--- src/rtl/pci_pkg.sv ---
`default_nettype none

package pci_pkg;

  localparam int CFG_W           = 10;
  localparam int CHAN_W          = 6;
  localparam int CHARGE_W        = 30;
  localparam int OUT_IDX_W       = 10;
  localparam int START_W         = 11;
  localparam int DEF_MAX_SAMPLES = 1024;
  localparam int DEF_SAMPLE_BITS = 10;

  localparam logic [CFG_W-1:0]    PRETRIG_RESET = 10'd64;
  localparam logic [CHARGE_W-1:0] CHARGE_MAX    = {CHARGE_W{1'b1}};

  typedef enum logic [2:0] {
    ST_LOAD,
    ST_PREP,
    ST_BASE,
    ST_LEFT,
    ST_RIGHT,
    ST_INTEG,
    ST_EMIT
  } state_t;

  // scan pass run by the datapath
  typedef enum logic [1:0] {
    PH_BASE,
    PH_LEFT,
    PH_RIGHT,
    PH_INTEG
  } phase_t;

  typedef struct packed {
    logic   load_en;
    logic   go;
    phase_t phase;
    logic   emit;
  } ctl_cmd_t;

  typedef struct packed {
    logic done;
    logic out_busy;
  } dp_stat_t;

endpackage

`default_nettype wire

--- src/rtl/pci_ctrl.sv ---
`default_nettype none

module pci_ctrl (
  input  wire logic              clk,
  input  wire logic              rst_n,
  input  wire logic              in_valid,
  input  wire logic              in_last_sample,
  input  wire pci_pkg::dp_stat_t stat,
  output pci_pkg::ctl_cmd_t      cmd
);
  import pci_pkg::*;

  state_t state_r, state_nxt;

  always_ff @(posedge clk) begin
    if (!rst_n) begin
      state_r <= ST_LOAD;
    end else begin
      state_r <= state_nxt;
    end
  end

  always_comb begin
    state_nxt = state_r;
    unique case (state_r)
      ST_LOAD: begin
        if (in_valid && in_last_sample) state_nxt = ST_PREP;
      end
      ST_PREP:  state_nxt = ST_BASE;
      ST_BASE: begin
        if (stat.done) state_nxt = ST_LEFT;
      end
      ST_LEFT: begin
        if (stat.done) state_nxt = ST_RIGHT;
      end
      ST_RIGHT: begin
        if (stat.done) state_nxt = ST_INTEG;
      end
      ST_INTEG: begin
        if (stat.done) state_nxt = ST_EMIT;
      end
      ST_EMIT: begin
        if (!stat.out_busy) state_nxt = ST_LOAD;
      end
      default:  state_nxt = ST_LOAD;
    endcase
  end

  always_comb begin
    cmd         = '0;
    cmd.phase   = PH_BASE;
    cmd.load_en = (state_r == ST_LOAD);
    unique case (state_r)
      ST_LOAD: ;
      ST_PREP: begin
        cmd.go    = 1'b1;
        cmd.phase = PH_BASE;
      end
      ST_BASE: begin
        cmd.go    = stat.done;
        cmd.phase = PH_LEFT;
      end
      ST_LEFT: begin
        cmd.go    = stat.done;
        cmd.phase = PH_RIGHT;
      end
      ST_RIGHT: begin
        cmd.go    = stat.done;
        cmd.phase = PH_INTEG;
      end
      ST_INTEG: ;
      ST_EMIT: begin
        cmd.emit = !stat.out_busy;
      end
      default: ;
    endcase
  end

endmodule

`default_nettype wire

--- config.mk ---
export PLATFORM = sky130hd
export DESIGN_NAME = pci_ctrl
export DESIGN_NICKNAME = d
export VERILOG_FILES = /design/src/rtl/pci_pkg.sv /design/src/rtl/pci_ctrl.sv
export SDC_FILE = /design/constraint.sdc
export NUM_CORES = 1
export LEC_CHECK = 0
export BUFFER_PORTS_ARGS = -buffer_cell sky130_fd_sc_hd__buf_2
export CAP_MARGIN = 30
export CORE_AREA = 2 2 39 41
export CTS_CLUSTER_SIZE = 8
export DETAILED_ROUTE_END_ITERATION = 7
export DIE_AREA = 0 0 41 43
export GPL_TIMING_DRIVEN = 0
export PLACE_DENSITY = 0.52
export SYNTH_ARGS = -nofsm -noshare
export SYNTH_HDL_FRONTEND = slang
export SYNTH_SLANG_ARGS = --single-unit
--- constraint.sdc ---
create_clock -name clk -period 0.9 [get_ports clk]
set_input_delay 0.045 -clock clk [delete_from_list [all_inputs] [get_ports clk]]
set_output_delay 0.045 -clock clk [all_outputs]
set_load 0.05 [all_outputs]
## After elaboration in Yosys (flattened, before gate mapping)

Cells that the tools add are included.
Widths: inputs -> output; s select.

| storage, ports and cells | value |
|---|---|
| logic and storage cells | 26 |
| bits in registers | 3 |

| operators by class | value |
|---|---|
| reduce and logical (&&, ||, !) cells | 4 |
| eq/ne operators | 12 |
| mux-type cells | 9 |

Operators by type and width:

| kind | count |
|---|---|
| $pmux 3 s7 | 1 |
| $mux 3 | 6 |
| $pmux 3 s4 | 1 |
| $ne 2x2->1 const B | 5 |
| $eq 3x3->1 const B | 3 |
| $eq 3x2->1 const B | 2 |
| $reduce_and 6->1 | 1 |
| $eq 3x1->1 const B | 1 |
| $logic_not 3->1 | 1 |
| $ne 2x1->1 const B | 1 |
| $logic_and 1x1->1 | 1 |
| $logic_not 1->1 | 1 |
| $mux 1 | 1 |

## Depth between registers and ports, before layout

Gate-level depths: netlist of the first run.

| logic depth | value |
|---|---|
| depth after elaboration | 3 |
| depth in mapped cells | 4 |
| gate-level depth less buffers | 3 |

## Worst setup path after synthesis of the first run

OpenSTA, ideal clock, no wires.

| path | value |
|---|---|
| kind | reg2out |
| start | reg state_r[0] |
| end | out cmd[2] in the netlist's numbering |
| setup slack | -732 ps |
| cell stages (with the launch flop) | 3 |
| buffers on the path | 1 |
| arrival time | 1587 ps |
| cell sequence | dfxtp_1 -> clkbuf_4 -> o21ai_0 |

RTL lines:

| what | RTL line | text |
|---|---|---|
| start: declaration | pci_ctrl.sv:13 | `state_t state_r, state_nxt;` |
| start signal: assignment | pci_ctrl.sv:19 | `state_r <= state_nxt;` |
| end: declaration | pci_ctrl.sv:9 | `output pci_pkg::ctl_cmd_t cmd` |

==> results_dict.tcl, run 1 <==
set metrics [dict create \
    clk_pin_slew_ns 0.04 \
    p_sw_uw 209.3 \
    grt.overflow.total 0 \
    final_cell_count_no_fill 66 \
    hold_slack_ns 0.04522 \
    initial_utilization_pct 17.90 \
    drc 0 \
    synth_top_cell_by_area "dfxtp_1" \
    grt_pass1_wl_um 959 \
    hold_class "input pin to flop" \
    diodes 0 \
    setup_viol 8 \
    htreeDepth 1 \
    grt_pass1_vias 234 \
    antenna_found_initial 0 \
    first_pass_iters 2 \
    r2r_cells 5 \
    place_congestion 0.6056 \
    async_reset_ff_share_pct 0 \
    critical_path_buf_inv_count 2 \
    ir_drop_v 0.0006594 \
    tritoncts "yes" \
    utilization_pct 35.90 \
    combPwrFrac_pct 39.3 \
    avgRoutedWirePerCell_um 9.288 \
    syn_avg_cell_area_um2 8.258 \
    seq_area_frac_synth_pct 24.24 \
    worstPathCellList "buf_8 > mux2i_2 > a22o_4 > buf_8" \
    largest_reg_flops 3 \
    report.final.slew_viol_count 0 \
    clock_skew_ns 0.001177 \
    synth_area_um2 247.7 \
    netSwitchingFraction_pct 32.87 \
    violations "setup timing" \
    placed_cell_area_um2 361.6 \
    required_ns 0.85 \
    synth-main-ff-cell "dfxtp_1" \
    timing.rr.start "state_r[2]$_SDFFE_PN0P_" \
    p_leak_nw 0.2177 \
    yosysWarnings 0 \
    seqPwrFrac_pct 24.1 \
    crit_path_max_fanout 4 \
    cp-start-kind "flop" \
    ys_types 21 \
    row_count 14 \
    cp.depth 4 \
    final.setup.worst_slack_ns -0.3245 \
    drt-vias-per-instance 4.091 \
    endpoint_kind "primary output" \
    dieWidth_um 41 \
    clock_latency_ns 0.23 \
    postSynthCellCount 30 \
    vias 270 \
    clock_power_share_pct 36.6 \
    drv_cap 0 \
    core_um2 1384 \
    cts_buffers 3 \
    layout.nets 57 \
    track_usage_pct 8.434 \
    slew_headroom_pct 84.91 \
    finalHoldViolCount 0 \
    synth_area_leaders "dfxtp_1, mux2i_1, xnor2_1, nand2_1, nor4b_2" \
    dp.cells 56 \
    grt_max_degree 9 \
    syn-num-nets 36 \
    syn_to_final_growth_pct 100.5 \
    clock-sinks 3 \
    ios 11 \
    r2r-end "state_r[1]$_SDFFE_PN0P_" \
    path_delay_family "flip-flops" \
    final_cell_area_um2 496.7 \
    max_freq_mhz 816.7 \
    intPower_uw 427.4 \
    worstSetupPathType "flop to primary output" \
    cpMostUsedCell "buf_8" \
    dp_hpwl_um 406.7 \
    yosys-top-cells-count "nand2_1, dfxtp_1" \
    reg_top3 "state_r: 3 flops" \
    detail-route-antenna-nets 0 \
    max_stage_delay_ns 0.32 \
    outcome "finished, violations left" \
    crit_slowest_cell "dfxtp_2" \
    r2r_slack_ns -0.24 \
    crit_end "cmd[3]" \
    grt_setup_unrepaired "true" \
    synth_edf_count 0 \
    dieHeight_um 43 \
    fin_crit_ns 1.224 \
    layout-drive-gt1-share_pct 72.00 \
    max_flop_register "state_r" \
    portBuffers 10 \
    synth_seq_cells 3 \
    root_buffer "clkbuf_4" \
    first_iter_violations 2 \
    power_density_nw_per_um2 1282 \
    startpoint "state_r[0]$_SDFFE_PN0P_" \
    cp_data_arrival_time_ns 1.18 \
    dieArea_um2 1763 \
    cts_max_path_buffers 2 \
    synth_most_common_cell "nand2_1" \
    worst-slew-pin-transition_ns 0.2247 \
    timing.final.crit_share_pct 136.1 \
    routed_wl_um 613 \
    synth.top_cell.area_share_pct 24.24 \
]
## cells in the final DEF (no fill, tap or decap), types with 2 or more instances in the layout
master	synthesis	routed
buf_2	0	5
buf_8	0	2
buf_6	0	6
buf_4	1	5
nand2_1	4	3
clkbuf_4	1	3
dfxtp_2	0	2
## layout make-up
type	count	area (um2)
Clock buffer	4	26.28
Timing Repair Buffer	16	133.9
Fill cell	159	887.1
Multi-Input combinational cell	23	214.0
Buffer	2	26.28
Inverter	2	10.01
Tap cell	16	20.02
Sequential cell	3	66.31
## repair_timing
item                       CTS  global route
hold buffers                 0             0
setup buffers                4             2
pin swaps                    4             4
setup endpoints to repair    8             8
resized for setup           14             6
## power groups by stage
stage	clock network, mW	registers [mW]	logic [mW]
4_1_cts	0.248	0.153	0.239
6_report	0.233	0.153	0.250
3_3_place_gp	0	0.154	0.190
2_1_floorplan	0	0.153	0.151
5_1_grt	0.268	0.155	0.264
3_5_place_dp	0	0.154	0.191
## worst min-delay path by stage
stage,startpoint,slack [ns],to,depth (start not counted)
5_1_grt,rst_n,0.06,state_r[0]$_SDFFE_PN0P_,2
6_report,rst_n,0.05,state_r[0]$_SDFFE_PN0P_,2
3_3_place_gp,rst_n,0.28,state_r[0]$_SDFFE_PN0P_,2
3_5_place_dp,rst_n,0.29,state_r[0]$_SDFFE_PN0P_,2
4_1_cts,rst_n,0.04,state_r[0]$_SDFFE_PN0P_,2
2_1_floorplan,stat[0],0.16,cmd[0],1
## routing by layer
metal | share of wire [%] | vias to the layer above | global-route usage [%]
li1 | - | 143 | -
met1 | 36 | 123 | 9.003
met2 | 59 | 4 | 11.56
met3 | 5.2 | 0 | 3.665
met4 | 0 | 0 | 8.000
met5 | 0 | - | 0
## per-stage QoR
| stage | setup WS (ns) | setup TNS (ns) | power (mW) |
|---|---|---|---|
| after floorplan | -0.3146 | -0.9226 | 0.3034 |
| after global placement | -0.2993 | -0.8377 | 0.3440 |
| after detailed placement | -0.3171 | -0.8685 | 0.3447 |
| after CTS | -0.3485 | -1.774 | 0.6391 |
| after global routing | -0.3882 | -2.286 | 0.6872 |
| final | -0.3245 | -1.821 | 0.6366 |
## cells by family (layout without fill, tap and decap cells)
group	count (synthesis)	count (layout)	share of synthesized area, %
AO/OA/AOI/OAI	7	7	21.72
XOR/XNOR	2	2	7.072
buffers and inverters	4	24	9.094
flip-flops	3	3	24.24
multiplexers	2	2	8.081
AND/OR/NAND/NOR	12	12	29.80
No activity file was read; power rests on OpenSTA's default activity.
==> run 2: changes to the inputs <==
- CORE_AREA: 2 2 39 41 -> 5 5 42 44
- DIE_AREA: 0 0 41 43 -> 0 0 47 49
==> run 2 against run 1 <==
The flow still finishes with violations (setup timing). Critical path type unchanged. Clock skew barely moved. Final cell count rose by 6.1%. Cell area increased by 4.3%. Via count grew 5.9%. Largest cell class unchanged. Sequential share of layout area decreased by 0.55 points. Flip-flop and latch count did not move. Wire length is 6.5% higher. Worst setup slack worse by 0.026 ns. Total power increased by 4.7%.
==> results_dict.tcl, run 2 (synthesis results as in run 1) <==
set metrics [dict create \
    outcome "finished, violations left" \
    violations "setup timing" \
    grt_setup_unrepaired "true" \
    cp-start-kind "flop" \
    layout-drive-gt1-share_pct 72.22 \
    worst-slew-pin-transition_ns 0.2215 \
    slew_headroom_pct 85.13 \
    cts_max_path_buffers 2 \
    drt-vias-per-instance 4.086 \
    place_congestion 0.6726 \
    final_cell_mix "buf_6, buf_4, buf_2, nand2_1, clkbuf_4" \
    detail-route-antenna-nets 0 \
    core_um2 1401 \
    hold_class "input pin to flop" \
    layout.nets 61 \
    cts_buffers 3 \
    utilization_pct 36.96 \
    worstSetupPathType "flop to primary output" \
    avgRoutedWirePerCell_um 9.329 \
    final.setup.worst_slack_ns -0.3501 \
    row_count 14 \
    clock_latency_ns 0.23 \
    r2r-end "state_r[1]$_SDFFE_PN0P_" \
    max_freq_mhz 799.9 \
    dieWidth_um 47 \
    worstPathCellList "buf_8 > mux2i_2 > a22o_4 > buf_8" \
    fin_crit_ns 1.250 \
    diodes 0 \
    power_density_nw_per_um2 1287 \
    dieHeight_um 49 \
    final_cell_count_no_fill 70 \
    endpoint_kind "primary output" \
    crit_path_max_fanout 7 \
    largest_reg_flops 3 \
    grt_pass1_wl_um 1166 \
    antenna_found_initial 0 \
    first_iter_violations 3 \
    min_delay_path_depth 2 \
    drc 0 \
    finalHoldViolCount 0 \
    p_leak_nw 0.2336 \
    fillers 151 \
    reg_top3 "state_r: 3 flops" \
    clock_skew_ns 0.001455 \
    holdBufCountCts 0 \
    clock-sinks 3 \
    critical_path_buf_inv_count 2 \
    timing.final.crit_share_pct 138.9 \
    grt_pass1_vias 312 \
    htreeDepth 1 \
    tritoncts "yes" \
    setup_viol 8 \
    max_stage_delay_ns 0.34 \
    portBuffers 10 \
    timing.rr.start "state_r[0]$_SDFFE_PN0P_" \
    dp.cells 56 \
    syn_to_final_growth_pct 109.1 \
    required_ns 0.85 \
    crit_slowest_cell "dfxtp_2" \
    root_buffer "clkbuf_4" \
    ios 11 \
    vias 286 \
    min_to "state_r[0]$_SDFFE_PN0P_" \
    hp-start "rst_n" \
    drv_cap 0 \
    first_pass_iters 2 \
    cpMostUsedCell "buf_8" \
    grt_max_degree 8 \
    dieArea_um2 2303 \
    r2r_cells 6 \
    max_flop_register "state_r" \
    initial_utilization_pct 17.68 \
    cp_data_arrival_time_ns 1.21 \
    grt.overflow.total 0 \
    dp_hpwl_um 452 \
    track_usage_pct 7.243 \
    report.final.slew_viol_count 0 \
    clk_pin_slew_ns 0.04 \
    ir_drop_v 0.0006424 \
    path_delay_family "flip-flops" \
    r2r_slack_ns -0.32 \
    routed_wl_um 653 \
]
-- run 2: layout make-up --
type	instances	area, um2	share of cell area (%)
flip-flops and latches	3	66.31	12.80
inverters	2	12.51	2.415
multi-input cells	23	201.4	38.89
plain buffers	2	26.28	5.072
well taps	16	20.02	3.865
repair buffers	20	165.2	31.88
clock buffers	4	26.28	5.072
-- run 2: worst reg2reg max path, delay by kind of cell (launching register included) --
family / cells / cell delay, ns
buffers and inverters: 4 / 0.47
flip-flops: 1 / 0.32
AO/OA/AOI/OAI: 2 / 0.36
-- run 2: timing repair --
item / in CTS / in global routing
pin swaps: 3 / 4
gates cloned: 1 / 0
hold endpoints to repair: 0 / 0
resized for setup: 14 / 6
setup endpoints to repair: 8 / 8
buffers inserted: 7 / 2
-- run 2: worst max-delay path by stage --
| stage | from | endpoint | slack, ns | cells past startpoint |
|---|---|---|---|---|
| after floorplan | state_r[2]$_SDFFE_PN0P_ | state_r[0]$_SDFFE_PN0P_ | -0.31 | 4 |
| final | state_r[0]$_SDFFE_PN0P_ | cmd[3] | -0.35 | 4 |
| after global routing | state_r[0]$_SDFFE_PN0P_ | cmd[3] | -0.43 | 4 |
| after CTS | state_r[0]$_SDFFE_PN0P_ | cmd[3] | -0.35 | 4 |
| after detailed placement | state_r[0]$_SDFFE_PN0P_ | cmd[3] | -0.31 | 4 |
| after global placement | state_r[0]$_SDFFE_PN0P_ | cmd[3] | -0.30 | 4 |
-- run 2: routing by layer --
layer / up-vias / share of wire, % / global-route usage [%] / wire length (um)
li1: 153 / - / - / -
met1: 126 / 37 / 6.783 / 244
met2: 7 / 55 / 11.54 / 358
met3: 0 / 7.7 / 5.535 / 50
met4: 0 / 0 / 2.765 / 0
met5: - / 0 / 0 / 0
-- run 2: stage by stage --
step,worst slack [ns],total power [mW],hold WS (ns),setup TNS (ns),cell area (um2)
6_report,-0.3501,0.6667,0.05246,-2.119,518.0
5_1_grt,-0.4304,0.7280,0.05449,-2.655,518.0
4_1_cts,-0.3539,0.6632,0.04914,-2.087,485.5
3_5_place_dp,-0.3132,0.3469,0.2980,-0.8905,361.6
3_3_place_gp,-0.3035,0.3452,0.2889,-0.8108,361.6
2_1_floorplan,-0.3146,0.3034,0.1571,-0.9226,291.5
-- run 2: power breakdown --
part           internal, mW  switching, mW  leakage, nW  total [mW]
Combinational         0.141          0.136        0.193       0.278
Sequential            0.142         0.0117       0.0261       0.154
Clock                 0.166         0.0693       0.0150       0.235
==> run 3: changes to the inputs <==
- ABC_AREA: unset -> 1
==> run 3 against run 2 <==
The run still ends with setup timing left. Final cell count is 7.1% higher. Combinational power grew to 5.7 times the previous value. Worst hold slack better by 0.0065 ns. Worst setup slack better by 0.052 ns. Utilization is 0.71 points lower.
==> results_dict.tcl, run 3 <==
set metrics [dict create \
    ys_types 13 \
    syn_avg_cell_area_um2 5.981 \
    crit_end "cmd[3]" \
    core_um2 1401 \
    synth.top_cell.area_share_pct 24.49 \
    drc 0 \
    clock_power_share_pct 10.5 \
    synth_edf_count 0 \
    hold_slack_ns 0.05898 \
    async_reset_ff_share_pct 0 \
    track_usage_pct 7.032 \
    final_cell_mix "nand2_1, buf_2, buf_6, buf_4" \
    violations "setup timing" \
    dieArea_um2 2303 \
    outcome "finished, violations left" \
    timing.rr.start "state_r[2]$_SDFFE_PN0P_" \
    row_count 14 \
    grt_pass1_vias 302 \
    worst-slew-pin-transition_ns 0.2196 \
    power_density_nw_per_um2 4256 \
    critical_path_buf_inv_count 1 \
    p_sw_mw 1.154 \
    finalHoldViolCount 0 \
    dp.cells 67 \
    grt_setup_unrepaired "true" \
    portBuffers 10 \
    first_iter_violations 2 \
    largest_reg_flops 3 \
    cts_max_path_buffers 2 \
    synth_most_common_cell "nand2_1" \
    max_stage_delay_ns 0.36 \
    worstSetupPathType "flop to primary output" \
    final_cell_count_no_fill 75 \
    root_buffer "clkbuf_4" \
    clk_pin_slew_ns 0.04 \
    grt_pass1_wl_um 1200 \
    r2r_slack_ns -0.17 \
    seq_area_frac_synth_pct 24.49 \
    cp.depth 6 \
    drt-vias-per-instance 4.293 \
    routed_wl_um 701 \
    syn_to_final_growth_pct 107.1 \
    clock_latency_ns 0.23 \
    cp-start-kind "flop" \
    diodes 0 \
    max_flop_register "state_r" \
    startpoint "state_r[2]$_SDFFE_PN0P_" \
    grt.overflow.total 0 \
    synth_top_cell_by_area "dfxtp_1" \
    syn-num-nets 47 \
    detail-route-antenna-nets 0 \
    path_delay_family "flip-flops" \
    first_pass_iters 2 \
    vias 322 \
    dieWidth_um 47 \
    clock-sinks 3 \
    place_congestion 0.6890 \
    synth_area_um2 245.2 \
    crit_path_max_fanout 5 \
    crit_slowest_cell "dfxtp_4" \
    postSynthCellCount 41 \
    dieHeight_um 49 \
    seqPwrFrac_pct 15.8 \
    setup_viol 8 \
    worstPathCellList "nand2_4 > nand2_4 > nor2_4 > a21oi_2 > a21oi_4 > buf_6" \
    cp_data_arrival_time_ns 1.15 \
    holdBufCountCts 0 \
    layout.nets 66 \
    ir_drop_v 0.001719 \
    r2r-end "state_r[2]$_SDFFE_PN0P_" \
    dp_hpwl_um 542.9 \
    hold_class "input pin to flop" \
    intPower_mw 1.008 \
    cts_buffers 3 \
    combPwrFrac_pct 73.7 \
    htreeDepth 1 \
    max_freq_mhz 834.6 \
    endpoint_kind "primary output" \
    utilization_pct 36.25 \
    layout-drive-gt1-share_pct 67.80 \
    avgRoutedWirePerCell_um 9.347 \
    slew_headroom_pct 85.29 \
    final.setup.worst_slack_ns -0.2982 \
    required_ns 0.85 \
    r2r_cells 7 \
    grt_max_degree 7 \
    tritoncts "yes" \
    drv_cap 0 \
    synth_seq_cells 3 \
    fin_crit_ns 1.198 \
    yosysWarnings 0 \
    yosys-top-cells-count "nand2_1, nor2_1" \
    p_leak_nw 0.2413 \
    final_common_cell "nand2_1" \
    antenna_found_initial 0 \
    initial_utilization_pct 17.50 \
    synth_area_leaders "dfxtp_1, nand2_1, nand3_2, nor2_1, nand3_1" \
    netSwitchingFraction_pct 53.36 \
    tns_ns -1.694 \
    clock_skew_ns 0.001669 \
    reg_top3 "state_r: 3 flops" \
    cpMostUsedCell "nand2_4" \
    ios 11 \
    timing.final.crit_share_pct 133.1 \
    report.final.slew_viol_count 0 \
    synth-main-ff-cell "dfxtp_1" \
]
[run 3: changes by cell type in the layout (fill, tap and decap cells not counted), moves of 3 or more]
cell,previous run,this run
buf_4,7,4
nand2_1,3,8
nor2_4,0,3
buf_6,7,4
nand2_4,0,3
[run 3: layout make-up]
cell class	instances	area, um2
inverter	5	23.77
timing repair buffer	14	115.1
clock buffer	4	26.28
fill	168	893.4
multi-input combinational	33	251.5
sequential	3	71.32
tap	16	20.02
[run 3: per-layer routing]
metal  vias up  share of wire (%)  global-route usage, %
li1        174                  -                      -
met1       141                 40                  8.534
met2         7                 54                  10.41
met3         0                6.3                  4.428
met4         0                  0                  1.382
met5         -                  0                      0
[run 3: cells by family (layout without fill, tap and decap cells)]
group           count (synthesis)  in the layout  synth area share, %
flops                           3              3                24.49
buf+inv                         5             23                7.654
compound gates                  3              3                7.144
simple gates                   30             30                60.71
[run 3: worst min path at each step]
stage	from	slack, ns	end	cells after the start
finish	rst_n	0.06	state_r[0]$_SDFFE_PN0P_	3
floorplan	rst_n	0.16	state_r[0]$_SDFFE_PN0P_	2
detailed placement	rst_n	0.29	state_r[0]$_SDFFE_PN0P_	3
global placement	rst_n	0.29	state_r[0]$_SDFFE_PN0P_	3
CTS	rst_n	0.05	state_r[0]$_SDFFE_PN0P_	3
global route	rst_n	0.05	state_r[0]$_SDFFE_PN0P_	3
[run 3: what timing repair did]
action	4_1_cts	5_1_grt
endpoints found under the setup margin	8	8
setup buffers	3	1
hold endpoints to repair	0	0
pin swaps	5	2
gates resized for setup	16	7
cloned	0	0
[run 3: power groups by stage]
stage               clock (mW)  combinational (mW)  sequential (mW)
floorplan                    0               0.977            0.297
detailed placement           0                1.16            0.317
global route             0.264                1.72            0.359
global placement             0                1.15            0.322
finish                   0.227                1.59            0.342
CTS                      0.239                1.46            0.343
[run 3: tightest hold or removal path: cells and delay by family]
kind | cells | cell delay (ns)
and+or+nand+nor | 2 | 0.09
buffers and inverters | 1 | 0.11
[run 3: per-stage QoR]
stage | setup slack, ns | instance area, um2 | total power, mW
final | -0.2982 | 508.0 | 2.162
after global routing | -0.3510 | 508.0 | 2.346
after CTS | -0.3055 | 471.7 | 2.038
after detailed placement | -0.2583 | 369.1 | 1.481
after global placement | -0.2228 | 369.1 | 1.472
after floorplan | -0.3449 | 299.0 | 1.274
